===== src/design/pfa_pkg.sv =====
// ----------------------------------------------------------------------------
// pfa_pkg
// Shared types and constants for the page frame allocator: field widths,
// register indexes, command codes, controller states and the command and
// status words that pass between the controller and the datapath.
// ----------------------------------------------------------------------------
package pfa_pkg;

	// Field and register widths
	localparam int PAGE_W     = 16;
	localparam int TOTAL_W    = 20;
	localparam int PIECE_W    = 16;
	localparam int PID_IN_W   = 10;
	localparam int FREE_W     = 7;
	localparam int CFG_DATA_W = 20;
	localparam int CFG_IDX_W  = 1;

	// Divider operand widths
	localparam int DIV_NUM_W = TOTAL_W;
	localparam int DIV_DEN_W = PAGE_W;

	// Parameter defaults
	localparam int FRAME_COUNT_DEF = 64;
	localparam int PID_WIDTH_DEF   = 10;

	// Register reset values
	localparam logic [PAGE_W-1:0]  PAGE_RESET  = 16'd4;
	localparam logic [TOTAL_W-1:0] TOTAL_RESET = 20'd256;

	// Register indexes
	localparam logic [CFG_IDX_W-1:0] REG_PAGE_SIZE = 1'b0;
	localparam logic [CFG_IDX_W-1:0] REG_TOTAL_MEM = 1'b1;

	// Command codes
	localparam logic CMD_ALLOC = 1'b0;
	localparam logic CMD_FREE  = 1'b1;

	// Controller states
	typedef enum logic [3:0] {
		ST_CLEAR,
		ST_IDLE,
		ST_DECODE,
		ST_PDIV,
		ST_CHECK,
		ST_ALLOC,
		ST_FREE,
		ST_REPLY_OK,
		ST_REPLY_FAIL,
		ST_RECALC,
		ST_USABLE,
		ST_COUNT
	} pfa_state_t;

	// Frame table sweep kinds
	typedef enum logic [1:0] {
		SCAN_CLEAR,
		SCAN_COUNT,
		SCAN_FREE,
		SCAN_ALLOC
	} pfa_scan_t;

	// Controller to datapath
	typedef struct packed {
		logic      latch_item;
		logic      div_start;
		logic      div_usable;
		logic      usable_load;
		logic      pend_add;
		logic      pend_clear;
		logic      alloc_commit;
		logic      scan_start;
		logic      scan_stop;
		pfa_scan_t scan_mode;
		logic      post;
		logic      post_ok;
	} pfa_cmd_t;

	// Datapath to controller
	typedef struct packed {
		logic div_done;
		logic scan_done;
		logic item_free;
		logic item_last;
		logic fits;
	} pfa_stat_t;

endpackage


===== src/design/pfa_div.sv =====
// ----------------------------------------------------------------------------
// pfa_div
// Restoring divider, one quotient bit per cycle. Used both for the page count
// of a piece and for the usable frame count after a register write.
// ----------------------------------------------------------------------------
module pfa_div (
	input  logic                           clk,
	input  logic                           arst_n,
	input  logic                           go,
	input  logic [pfa_pkg::DIV_NUM_W-1:0]  num,
	input  logic [pfa_pkg::DIV_DEN_W-1:0]  den,
	output logic                           done,
	output logic [pfa_pkg::DIV_NUM_W-1:0]  quot,
	output logic                           rem_nz
);
	import pfa_pkg::*;

	localparam int StepW = $clog2(DIV_NUM_W);
	localparam logic [StepW-1:0] LastStep = StepW'(DIV_NUM_W - 1);

	logic                 run_q;
	logic                 done_q;
	logic [StepW-1:0]     step_q;
	logic [DIV_NUM_W-1:0] quo_q;
	logic [DIV_DEN_W-1:0] rem_q;
	logic [DIV_DEN_W-1:0] den_q;
	logic [DIV_DEN_W:0]   trial;
	logic                 ge;

	// Shift the next numerator bit into the partial remainder and try a subtract
	assign trial = {rem_q, quo_q[DIV_NUM_W-1]};
	assign ge    = trial >= {1'b0, den_q};

	// Sequence the iterations
	always_ff @(posedge clk or negedge arst_n) begin
		if (!arst_n) begin
			run_q  <= 1'b0;
			done_q <= 1'b0;
			step_q <= '0;
		end else begin
			done_q <= 1'b0;
			if (go) begin
				run_q  <= 1'b1;
				step_q <= '0;
			end else if (run_q) begin
				if (step_q == LastStep) begin
					run_q  <= 1'b0;
					done_q <= 1'b1;
				end else begin
					step_q <= step_q + 1'b1;
				end
			end
		end
	end

	// Advance quotient and remainder
	always_ff @(posedge clk) begin
		if (go) begin
			quo_q <= num;
			rem_q <= '0;
			den_q <= den;
		end else if (run_q) begin
			quo_q <= {quo_q[DIV_NUM_W-2:0], ge};
			rem_q <= ge ? DIV_DEN_W'(trial - {1'b0, den_q}) : trial[DIV_DEN_W-1:0];
		end
	end

	assign done   = done_q;
	assign quot   = quo_q;
	assign rem_nz = (rem_q != '0);

endmodule


===== src/design/pfa_dp.sv =====
// ----------------------------------------------------------------------------
// pfa_dp
// Datapath: configuration registers, divider, page accumulator, free and
// usable counts, the frame table memories and the two-stage table sweep.
// ----------------------------------------------------------------------------
module pfa_dp #(
	parameter int FRAME_COUNT = pfa_pkg::FRAME_COUNT_DEF,
	parameter int PID_WIDTH   = pfa_pkg::PID_WIDTH_DEF
) (
	input  logic                            clk,
	input  logic                            arst_n,
	input  pfa_pkg::pfa_cmd_t               cmd,
	output pfa_pkg::pfa_stat_t              stat,
	input  logic                            cfg_write,
	input  logic [pfa_pkg::CFG_IDX_W-1:0]   cfg_index,
	input  logic [pfa_pkg::CFG_DATA_W-1:0]  cfg_data,
	input  logic                            command,
	input  logic [pfa_pkg::PID_IN_W-1:0]    proc_id,
	input  logic [pfa_pkg::PIECE_W-1:0]     piece_size_kb,
	input  logic                            last_piece,
	output logic                            done,
	output logic                            success,
	output logic [pfa_pkg::FREE_W-1:0]      free_frames
);
	import pfa_pkg::*;

	localparam int AW  = $clog2(FRAME_COUNT);
	localparam int CW  = $clog2(FRAME_COUNT + 2);
	localparam int CAP = FRAME_COUNT + 1;
	localparam logic [AW-1:0]        LastAddr  = AW'(FRAME_COUNT - 1);
	localparam logic [CW-1:0]        CapCnt    = CW'(CAP);
	localparam logic [CW-1:0]        FullCnt   = CW'(FRAME_COUNT);
	localparam logic [DIV_NUM_W-1:0] CapWide   = DIV_NUM_W'(CAP);
	localparam logic [DIV_NUM_W-1:0] FullWide  = DIV_NUM_W'(FRAME_COUNT);

	// Configuration and item registers
	logic [PAGE_W-1:0]    page_q;
	logic [TOTAL_W-1:0]   total_q;
	logic [PAGE_W-1:0]    eff_page;
	logic                 cmd_q;
	logic                 last_q;
	logic [PID_WIDTH-1:0] pid_q;
	logic [PIECE_W-1:0]   piece_q;

	// Divider
	logic                 div_done;
	logic [DIV_NUM_W-1:0] div_num;
	logic [DIV_NUM_W-1:0] div_quot;
	logic                 div_rem_nz;
	logic [DIV_NUM_W-1:0] pages;
	logic [CW-1:0]        pages_clamp;
	logic [CW:0]          pend_sum;

	// Counts
	logic [CW-1:0] usable_q;
	logic [CW-1:0] free_q;
	logic [CW-1:0] pend_q;
	logic [CW-1:0] need_q;
	logic [CW-1:0] cnt_q;
	logic [CW-1:0] cnt_next;

	// Sweep
	pfa_scan_t            mode_q;
	logic                 issue_q;
	logic [AW-1:0]        ptr_q;
	logic                 v_s1;
	logic [AW-1:0]        addr_s1;
	logic                 busy_s1;
	logic [PID_WIDTH-1:0] owner_s1;
	logic                 in_range;
	logic                 hit;
	logic                 take;
	logic                 inc;
	logic                 busy_we;
	logic                 busy_wdata;
	logic                 owner_we;
	logic                 scan_end;

	// Frame table
	logic                 busy_mem  [FRAME_COUNT];
	logic [PID_WIDTH-1:0] owner_mem [FRAME_COUNT];

	// Result word
	logic              done_q;
	logic              success_q;
	logic [FREE_W-1:0] frames_q;

	// Hold configuration registers
	always_ff @(posedge clk or negedge arst_n) begin
		if (!arst_n) begin
			page_q  <= PAGE_RESET;
			total_q <= TOTAL_RESET;
		end else if (cfg_write) begin
			case (cfg_index)
				REG_PAGE_SIZE: page_q  <= cfg_data[PAGE_W-1:0];
				REG_TOTAL_MEM: total_q <= cfg_data[TOTAL_W-1:0];
				default: ;
			endcase
		end
	end

	// A page size of zero counts as one kilobyte
	assign eff_page = (page_q == '0) ? PAGE_W'(1) : page_q;

	// Capture the accepted word
	always_ff @(posedge clk) begin
		if (cmd.latch_item) begin
			cmd_q   <= command;
			last_q  <= last_piece;
			pid_q   <= PID_WIDTH'(proc_id);
			piece_q <= piece_size_kb;
		end
	end

	assign div_num = cmd.div_usable ? total_q : DIV_NUM_W'(piece_q);

	pfa_div u_div (
		.clk    (clk),
		.arst_n (arst_n),
		.go     (cmd.div_start),
		.num    (div_num),
		.den    (eff_page),
		.done   (div_done),
		.quot   (div_quot),
		.rem_nz (div_rem_nz)
	);

	// Round the page count up, clamp, then saturate the accumulator
	assign pages       = div_quot + DIV_NUM_W'(div_rem_nz);
	assign pages_clamp = (pages > CapWide) ? CapCnt : CW'(pages);
	assign pend_sum    = {1'b0, pend_q} + {1'b0, pages_clamp};

	always_ff @(posedge clk or negedge arst_n) begin
		if (!arst_n) begin
			pend_q <= '0;
		end else if (cmd.pend_clear || cmd.alloc_commit) begin
			pend_q <= '0;
		end else if (cmd.pend_add) begin
			pend_q <= (pend_sum > {1'b0, CapCnt}) ? CapCnt : pend_sum[CW-1:0];
		end
	end

	// Usable frames, capped at the table depth
	always_ff @(posedge clk or negedge arst_n) begin
		if (!arst_n) begin
			usable_q <= '0;
		end else if (cmd.usable_load) begin
			usable_q <= (div_quot > FullWide) ? FullCnt : CW'(div_quot);
		end
	end

	// Sweep stage one: classify the frame read back from the table
	assign in_range = CW'(addr_s1) < usable_q;
	assign hit      = busy_s1 && (owner_s1 == pid_q);
	assign take     = in_range && !busy_s1 && (need_q != '0);
	assign scan_end = v_s1 && (addr_s1 == LastAddr);

	always_comb begin
		busy_we    = 1'b0;
		busy_wdata = 1'b0;
		owner_we   = 1'b0;
		inc        = 1'b0;
		case (mode_q)
			SCAN_CLEAR: begin
				busy_we = v_s1;
			end
			SCAN_COUNT: begin
				inc = v_s1 && in_range && !busy_s1;
			end
			SCAN_FREE: begin
				busy_we = v_s1 && hit;
				inc     = v_s1 && in_range && (!busy_s1 || hit);
			end
			SCAN_ALLOC: begin
				busy_we    = v_s1 && take;
				busy_wdata = 1'b1;
				owner_we   = v_s1 && take;
			end
			default: ;
		endcase
	end

	assign cnt_next = cnt_q + CW'(inc);

	// Sweep stage zero: walk the address, one frame a cycle
	always_ff @(posedge clk or negedge arst_n) begin
		if (!arst_n) begin
			mode_q  <= SCAN_CLEAR;
			issue_q <= 1'b1;
			ptr_q   <= '0;
			v_s1    <= 1'b0;
			cnt_q   <= '0;
		end else if (cmd.scan_start) begin
			mode_q  <= cmd.scan_mode;
			issue_q <= 1'b1;
			ptr_q   <= '0;
			v_s1    <= 1'b0;
			cnt_q   <= '0;
		end else if (cmd.scan_stop) begin
			issue_q <= 1'b0;
			v_s1    <= 1'b0;
		end else begin
			v_s1  <= issue_q;
			cnt_q <= cnt_next;
			if (issue_q) begin
				ptr_q <= ptr_q + 1'b1;
				if (ptr_q == LastAddr) begin
					issue_q <= 1'b0;
				end
			end
		end
	end

	always_ff @(posedge clk) begin
		addr_s1 <= ptr_q;
	end

	// Busy flags: one write and one registered read a cycle
	always_ff @(posedge clk) begin
		if (busy_we) begin
			busy_mem[addr_s1] <= busy_wdata;
		end
		busy_s1 <= busy_mem[ptr_q];
	end

	// Owner ids: written on allocation only
	always_ff @(posedge clk) begin
		if (owner_we) begin
			owner_mem[addr_s1] <= pid_q;
		end
		owner_s1 <= owner_mem[ptr_q];
	end

	// Free count: drop on a granted request, reload at the end of a count or free sweep
	always_ff @(posedge clk or negedge arst_n) begin
		if (!arst_n) begin
			free_q <= '0;
		end else if (cmd.alloc_commit) begin
			free_q <= free_q - pend_q;
		end else if (scan_end && (mode_q == SCAN_COUNT || mode_q == SCAN_FREE)) begin
			free_q <= cnt_next;
		end
	end

	// Frames still to hand out during an allocation sweep
	always_ff @(posedge clk) begin
		if (cmd.alloc_commit) begin
			need_q <= pend_q;
		end else if (owner_we) begin
			need_q <= need_q - 1'b1;
		end
	end

	// Result word
	always_ff @(posedge clk or negedge arst_n) begin
		if (!arst_n) begin
			done_q <= 1'b0;
		end else begin
			done_q <= cmd.post;
		end
	end

	always_ff @(posedge clk) begin
		if (cmd.post) begin
			success_q <= cmd.post_ok;
			frames_q  <= FREE_W'(free_q);
		end
	end

	assign done        = done_q;
	assign success     = success_q;
	assign free_frames = frames_q;

	assign stat.div_done  = div_done;
	assign stat.scan_done = scan_end;
	assign stat.item_free = (cmd_q == CMD_FREE);
	assign stat.item_last = last_q;
	assign stat.fits      = (pend_q <= free_q);

	// Accumulator never passes its saturation value
	a_pend_cap: assert property (@(posedge clk) disable iff (!arst_n)
		pend_q <= CapCnt)
		else $error("page accumulator above saturation value");

	// A request is granted only when enough frames are free
	a_commit_fits: assert property (@(posedge clk) disable iff (!arst_n)
		cmd.alloc_commit |-> (pend_q <= free_q))
		else $error("allocation committed beyond free count");

	// An allocation sweep hands out every frame it was asked for
	a_alloc_complete: assert property (@(posedge clk) disable iff (!arst_n)
		(scan_end && mode_q == SCAN_ALLOC) |=> (need_q == '0))
		else $error("allocation sweep ended with frames still owed");

	// A result word lasts one cycle
	a_done_pulse: assert property (@(posedge clk) disable iff (!arst_n)
		done_q |=> !done_q)
		else $error("result strobe held for two cycles");

endmodule


===== src/design/pfa_ctrl.sv =====
// ----------------------------------------------------------------------------
// pfa_ctrl
// Controller: sequences clearing, recalculation after register writes, piece
// division, the fit check, the table sweeps and the result word.
// ----------------------------------------------------------------------------
module pfa_ctrl (
	input  logic               clk,
	input  logic               arst_n,
	input  logic               start,
	input  logic               cfg_write,
	input  pfa_pkg::pfa_stat_t stat,
	output pfa_pkg::pfa_cmd_t  cmd,
	output logic               busy
);
	import pfa_pkg::*;

	pfa_state_t state_q;
	pfa_state_t state_d;

	always_ff @(posedge clk or negedge arst_n) begin
		if (!arst_n) begin
			state_q <= ST_CLEAR;
		end else begin
			state_q <= state_d;
		end
	end

	// Next state
	always_comb begin
		state_d = state_q;
		case (state_q)
			ST_CLEAR: begin
				if (stat.scan_done) state_d = ST_RECALC;
			end
			ST_IDLE: begin
				if (cfg_write) state_d = ST_RECALC;
				else if (start) state_d = ST_DECODE;
			end
			ST_DECODE: begin
				state_d = stat.item_free ? ST_FREE : ST_PDIV;
			end
			ST_PDIV: begin
				if (stat.div_done) state_d = stat.item_last ? ST_CHECK : ST_IDLE;
			end
			ST_CHECK: begin
				state_d = stat.fits ? ST_ALLOC : ST_REPLY_FAIL;
			end
			ST_ALLOC, ST_FREE: begin
				if (stat.scan_done) state_d = ST_REPLY_OK;
			end
			ST_REPLY_OK, ST_REPLY_FAIL: begin
				state_d = ST_IDLE;
			end
			ST_RECALC: begin
				if (!cfg_write) state_d = ST_USABLE;
			end
			ST_USABLE: begin
				if (cfg_write) state_d = ST_RECALC;
				else if (stat.div_done) state_d = ST_COUNT;
			end
			ST_COUNT: begin
				if (cfg_write) state_d = ST_RECALC;
				else if (stat.scan_done) state_d = ST_IDLE;
			end
			default: state_d = ST_IDLE;
		endcase
	end

	// Commands to the datapath
	always_comb begin
		cmd = '0;
		case (state_q)
			ST_IDLE: begin
				if (!cfg_write && start) cmd.latch_item = 1'b1;
			end
			ST_DECODE: begin
				if (stat.item_free) begin
					cmd.pend_clear = 1'b1;
					cmd.scan_start = 1'b1;
					cmd.scan_mode  = SCAN_FREE;
				end else begin
					cmd.div_start = 1'b1;
				end
			end
			ST_PDIV: begin
				cmd.pend_add = stat.div_done;
			end
			ST_CHECK: begin
				if (stat.fits) begin
					cmd.alloc_commit = 1'b1;
					cmd.scan_start   = 1'b1;
					cmd.scan_mode    = SCAN_ALLOC;
				end else begin
					cmd.pend_clear = 1'b1;
				end
			end
			ST_REPLY_OK: begin
				cmd.post    = 1'b1;
				cmd.post_ok = 1'b1;
			end
			ST_REPLY_FAIL: begin
				cmd.post = 1'b1;
			end
			ST_RECALC: begin
				if (!cfg_write) begin
					cmd.div_start  = 1'b1;
					cmd.div_usable = 1'b1;
				end
			end
			ST_USABLE: begin
				if (!cfg_write && stat.div_done) begin
					cmd.usable_load = 1'b1;
					cmd.scan_start  = 1'b1;
					cmd.scan_mode   = SCAN_COUNT;
				end
			end
			ST_COUNT: begin
				cmd.scan_stop = cfg_write;
			end
			default: ;
		endcase
	end

	// Hold off new words while working or while a register is written
	assign busy = (state_q != ST_IDLE) || cfg_write;

endmodule


===== src/design/page_frame_allocator.sv =====
// ----------------------------------------------------------------------------
// page_frame_allocator
// First-fit page frame allocator. Keeps an owner table of frames, sums the
// page counts of the pieces of a request and grants the lowest free frames,
// or releases every frame of a process on a free command.
//
//   channel  signals                                         timing
//   item     start, busy, command, proc_id,                  taken on start & !busy
//            piece_size_kb, last_piece
//   result   done, success, free_frames                      one cycle at done
//   config   cfg_write, cfg_index, cfg_data                  taken on cfg_write
//
// A piece that is not last waits on the one-bit-a-cycle divider (20 steps)
// before the next word is taken. A last piece adds a fit check and, when
// granted, a sweep over the table memory port; a refused one goes straight
// to its result word.
// A free sweeps the whole table, one table read per frame.
// A register write keeps busy high, the write cycle included, while the
// usable count is divided out and the free frames are recounted.
// After reset a clearing pass empties the table, followed by that same
// recount. The receiver cannot stall results.
// ----------------------------------------------------------------------------
module page_frame_allocator #(
	parameter int FRAME_COUNT = pfa_pkg::FRAME_COUNT_DEF,
	parameter int PID_WIDTH   = pfa_pkg::PID_WIDTH_DEF
) (
	input  logic                            clk,
	input  logic                            arst_n,
	input  logic                            start,
	output logic                            busy,
	input  logic                            command,
	input  logic [pfa_pkg::PID_IN_W-1:0]    proc_id,
	input  logic [pfa_pkg::PIECE_W-1:0]     piece_size_kb,
	input  logic                            last_piece,
	output logic                            done,
	output logic                            success,
	output logic [pfa_pkg::FREE_W-1:0]      free_frames,
	input  logic                            cfg_write,
	input  logic [pfa_pkg::CFG_IDX_W-1:0]   cfg_index,
	input  logic [pfa_pkg::CFG_DATA_W-1:0]  cfg_data
);
	import pfa_pkg::*;

	pfa_cmd_t  cmd;
	pfa_stat_t stat;

	pfa_ctrl u_ctrl (
		.clk       (clk),
		.arst_n    (arst_n),
		.start     (start),
		.cfg_write (cfg_write),
		.stat      (stat),
		.cmd       (cmd),
		.busy      (busy)
	);

	pfa_dp #(
		.FRAME_COUNT (FRAME_COUNT),
		.PID_WIDTH   (PID_WIDTH)
	) u_dp (
		.clk           (clk),
		.arst_n        (arst_n),
		.cmd           (cmd),
		.stat          (stat),
		.cfg_write     (cfg_write),
		.cfg_index     (cfg_index),
		.cfg_data      (cfg_data),
		.command       (command),
		.proc_id       (proc_id),
		.piece_size_kb (piece_size_kb),
		.last_piece    (last_piece),
		.done          (done),
		.success       (success),
		.free_frames   (free_frames)
	);

endmodule


===== config.mk =====
export PLATFORM = sky130hd
export DESIGN_NAME = page_frame_allocator
export DESIGN_NICKNAME = d
export VERILOG_FILES = /design/src/design/pfa_pkg.sv /design/src/design/pfa_div.sv /design/src/design/pfa_dp.sv /design/src/design/pfa_ctrl.sv /design/src/design/page_frame_allocator.sv
export SDC_FILE = /design/constraint.sdc
export NUM_CORES = 1
export LEC_CHECK = 0
export BUFFER_PORTS_ARGS = -buffer_cell sky130_fd_sc_hd__buf_2
export CORE_AREA = 2 2 320 480
export DETAILED_ROUTE_END_ITERATION = 10
export DIE_AREA = 0 0 322 482
export GPL_TIMING_DRIVEN = 1
export PLACE_DENSITY_LB_ADDON = 0.1
export REMOVE_ABC_BUFFERS = 1
export SLEW_MARGIN = 10
export SYNTH_ARGS = -nofsm -noshare
export SYNTH_HDL_FRONTEND = slang
export SYNTH_SLANG_ARGS = --single-unit

===== constraint.sdc =====
create_clock -name clk -period 5.1 [get_ports clk]
set_input_delay 0.255 -clock clk [delete_from_list [all_inputs] [get_ports clk]]
set_output_delay 0.255 -clock clk [all_outputs]
set_load 0.01 [all_outputs]

==> flow_summary_export.csv <==
group,metric,value,unit
power_and_ir_drop,power_density,541,mW/mm^2
yosys,synth_commonest_cells,"783 x edfxtp_1, 220 x mux4_2, 200 x nor2_1, 97 x nand2_1, 93 x clkbuf_1",
floorplan,coreArea,0.151,sq mm
timing,tightestPinTransition,1.14,ns
clock_tree,path_clk_slew,0.07,ns
floorplan,dieArea,0.155,sq mm
worst_setup_path,crit_chain,"nor4_4, buf_4, nand4_1, buf_4, ha_2, ha_4, nand2_2, buf_4, o31ai_1, a221oi_2, nand4_1, or3_4, or2_1, ha_1, fa_1, a21o_1, a21oi_2, xnor2_2, or4b_4, o21ai_4, a32o_1",
floorplan,initial_utilization,24.9,%
timing,layout_min_cycle_time,4.87,ns
power_and_ir_drop,vdd_drop_max,259,uV
yosys,ys.flop_type,"edfxtp_1",
drt,wl,108,mm
job,cap_viol_max_count,0,
placement,dp_hpwl,71.4,mm
placement,placed_cells,4187,
layout,final_core_util,29.6,%
timing,max_slew_margin,23.9,%
worst_setup_path,endpoint_kind,"register",
placement,pre_cts_ws,-0.336,ns
min_path,hold_path_class,"primary input to register",
placement,port_buffers,62,
floorplan,die_w,322,um
yosys,ys_top_cells_by_area,"edfxtp_1 63%, mux4_2 13%, dfrtp_1 5.5%",
worst_setup_path,critical_path.slowest_cell,"or4b_4",
timing,fin_ws,0.231,ns
grt,grt_max_degree,65,
yosys,ys_seq_area_share,70.0,%
worst_setup_path,rrSetupSlack,0.23,ns
clock_tree,root_buffer,"clkbuf_16",
worst_setup_path,critPathMaxStageDelay,0.54,ns
yosys,yosys_register_bits,902,
timing,fin_hold_ws,0.120,ns
worst_setup_path,critPathLaunchType,"register",
worst_setup_path,path_max_fanout,4,
worst_setup_path,crit_top_cell,"buf_4",
yosys,synthCells,2170,
layout,instances_no_fill,4410,
clock_tree,clock-sinks,902,
yosys,synth-edff-count,783,
clock_tree,clockBufferDepth,3,
grt,track_usage,14.0,%
clock_tree,cts_setup_buffers,0,
worst_setup_path,critical_path_class,"register to register",
worst_setup_path,required,5.71,ns
floorplan,num_io_pins,63,
grt,antenna_found_initial,3,
placement,gp_congestion,0.802,
yosys,synth_warnings,0,
yosys,mappedNetlistArea,0.0376,sq mm
yosys,synth_top_area_cell,"edfxtp_1",
timing,maxSlewViolCount,0,
timing,rsz0062_at_grt,"no",
layout,nNetsFinal,2489,
layout,multi_input_area,0.0107,sq mm
drt,first_pass_iters,5,
yosys,yosysUniqueCellTypes,77,
drt,ant_nets,0,
grt,grt_pass1_wl,157,mm
clock_tree,cts.htree.levels,3,
power_and_ir_drop,p_leak,0.0147,uW
grt,grt_pass1_vias,21800,
yosys,ys_async_sr_fraction,9.53,%
floorplan,die_h,482,um
layout,seq_area,0.0263,sq mm
timing,fmax,0.205,GHz
clock_tree,cts_buffers,94,
drt,first_iter_violations,1365,
drt,drc_errors,0,
layout,area_delta_synth_final,18.8,%
timing,final.period_utilization,95.5,%
yosys,synth_top_cell_area_share,62.6,%
drt,vias,20300,
drt,wl_per_cell,24.4,um
power_and_ir_drop,p_total,24200,uW
grt,overflow,0,
status,outcome,"finished clean",
layout,layout-drive-gt1-share,26.2,%
worst_setup_path,worstPathArrival,5.48,ns
timing,finClkSkew,0.0386,ns
timing,setup_viol,0,
timing,hold_violations,0,
layout,nFillCells,15000,
drt,viasPerCell,4.59,
floorplan,placementRows,175,
yosys,avgSynthCellArea,17.3,sq um
clock_tree,cts_tree,"done",
clock_tree,clkLatencyLatePin,0.70,ns
yosys,synth.most_common_cell,"edfxtp_1",
==> critical path: cells and delay by family (launching register included) <==
kind	cells	cell delay [ns]
and+or+nand+nor	7	1.77
DFF	1	0.34
xor gates and xnor gates	1	0.09
adders and majority gates	4	0.97
buffers and inverters	3	0.47
AOI/OAI and AO/OA	6	1.12
==> per-stage QoR <==
step / setup TNS, ns / cell area, sq um
floorplan: -54.00 / 37100
global placement: -0.788 / 40900
detailed placement: -0.953 / 40900
CTS: 0 / 44600
global route: 0 / 44700
finish: 0 / 44700
==> per-layer routing <==
layer | wire, um | vias to the layer above | global-route usage [%]
met5 | 0 | - | 0
met2 | 60200 | 387 | 26.9
met4 | 2550 | 0 | 4.45
li1 | - | 9011 | -
met3 | 3100 | 118 | 1.58
met1 | 41900 | 10700 | 16.0
==> timing repair <==
action,in CTS,in global routing
pin swaps,2,4
endpoints found under the hold margin,111,0
setup endpoints to repair,5,7
gates resized for setup,9,13
hold buffers,49,0
==> where the power goes <==
group / total (uW) / internal (uW) / switching, uW
logic: 7440 / 3240 / 4200
registers: 9650 / 8750 / 895
clock network: 7080 / 4020 / 3070
total: 24200 / 16000 / 8160
==> cell type report <==
| cell class | count | share of cell area [%] |
|---|---|---|
| multi-input combinational | 1096 | 23.9 |
| sequential | 902 | 59.0 |
| clock buffer | 116 | 5.66 |
| tap | 1947 | 5.45 |
| timing repair buffer | 244 | 4.20 |
| antenna | 2 | 0.0112 |
| inverter | 47 | 0.395 |
| clock inverter | 56 | 1.38 |
==> state kept, by name (all words and copies together) (netlist names), 7 cells and up <==
signal            flops
u_dp.busy_mem        64
u_dp.pend_q           7
u_dp.piece_q         16
u_dp.u_div.rem_q     16
u_dp.u_div.quot      20
u_dp.free_q           7
u_dp.page_q          16
u_dp.free_frames      7
u_dp.cnt_q            7
u_dp.owner_mem      640
u_dp.u_div.den_q     16
u_dp.usable_q         7
u_dp.total_q         20
u_dp.need_q           7
u_dp.owner_s1        10
u_dp.pid_q           10
==> cell families after synthesis <==
group | after synthesis | share of synthesized area, %
XOR/XNOR | 57 | 1.33
flip-flops | 902 | 70.0
AND/OR/NAND/NOR | 484 | 6.09
AO/OA/AOI/OAI | 227 | 4.11
buffers and inverters | 172 | 1.85
adder cells (fa/ha/maj) | 51 | 1.76
multiplexers | 277 | 14.8
==> path summary, 6_finish.rpt <==
check / startpoint / cells after the start / to
setup / recovery: u_dp.u_div.rem_q[7]$_SDFFE_PP0P_ / 21 / u_dp.pend_q[3]$_DFFE_PN0P_
hold / removal: cfg_write / 4 / u_ctrl.state_q[1]$_DFFE_PN0P_
setup reg to reg: u_dp.u_div.rem_q[7]$_SDFFE_PP0P_ / 21 / u_dp.pend_q[3]$_DFFE_PN0P_
hold reg to reg: u_dp.free_q[0]$_DFFE_PN0P_ / 0 / u_dp.free_frames[0]$_DFFE_PP_
max in group asynchronous: arst_n / 3 / u_dp.total_q[8]$_DFFE_PN1P_
min in group asynchronous: arst_n / 2 / u_dp.done$_DFF_PN0_
==> layout by cell type (no fill, tap or decap), types with 14 or more instances in the layout <==
master / n
dfrtp_1: 79
dfxtp_1: 32
edfxtp_1: 783
dlygate4sd3_1: 49
mux2i_1: 19
mux4_2: 220
clkbuf_16: 98
nand3_1: 40
mux2_2: 38
clkinv_2: 19
buf_4: 128
inv_1: 47
a22oi_1: 26
or2_2: 15
nor2b_1: 14
clkbuf_1: 17
ha_1: 45
buf_2: 61
nor3_1: 19
xnor2_1: 17
clkinv_1: 14
nor2_1: 200
a21oi_1: 36
o21ai_0: 59
nand4_1: 18
nand2b_1: 14
nand2_1: 96
xor2_1: 38
No activity file was read; power rests on OpenSTA's default activity.
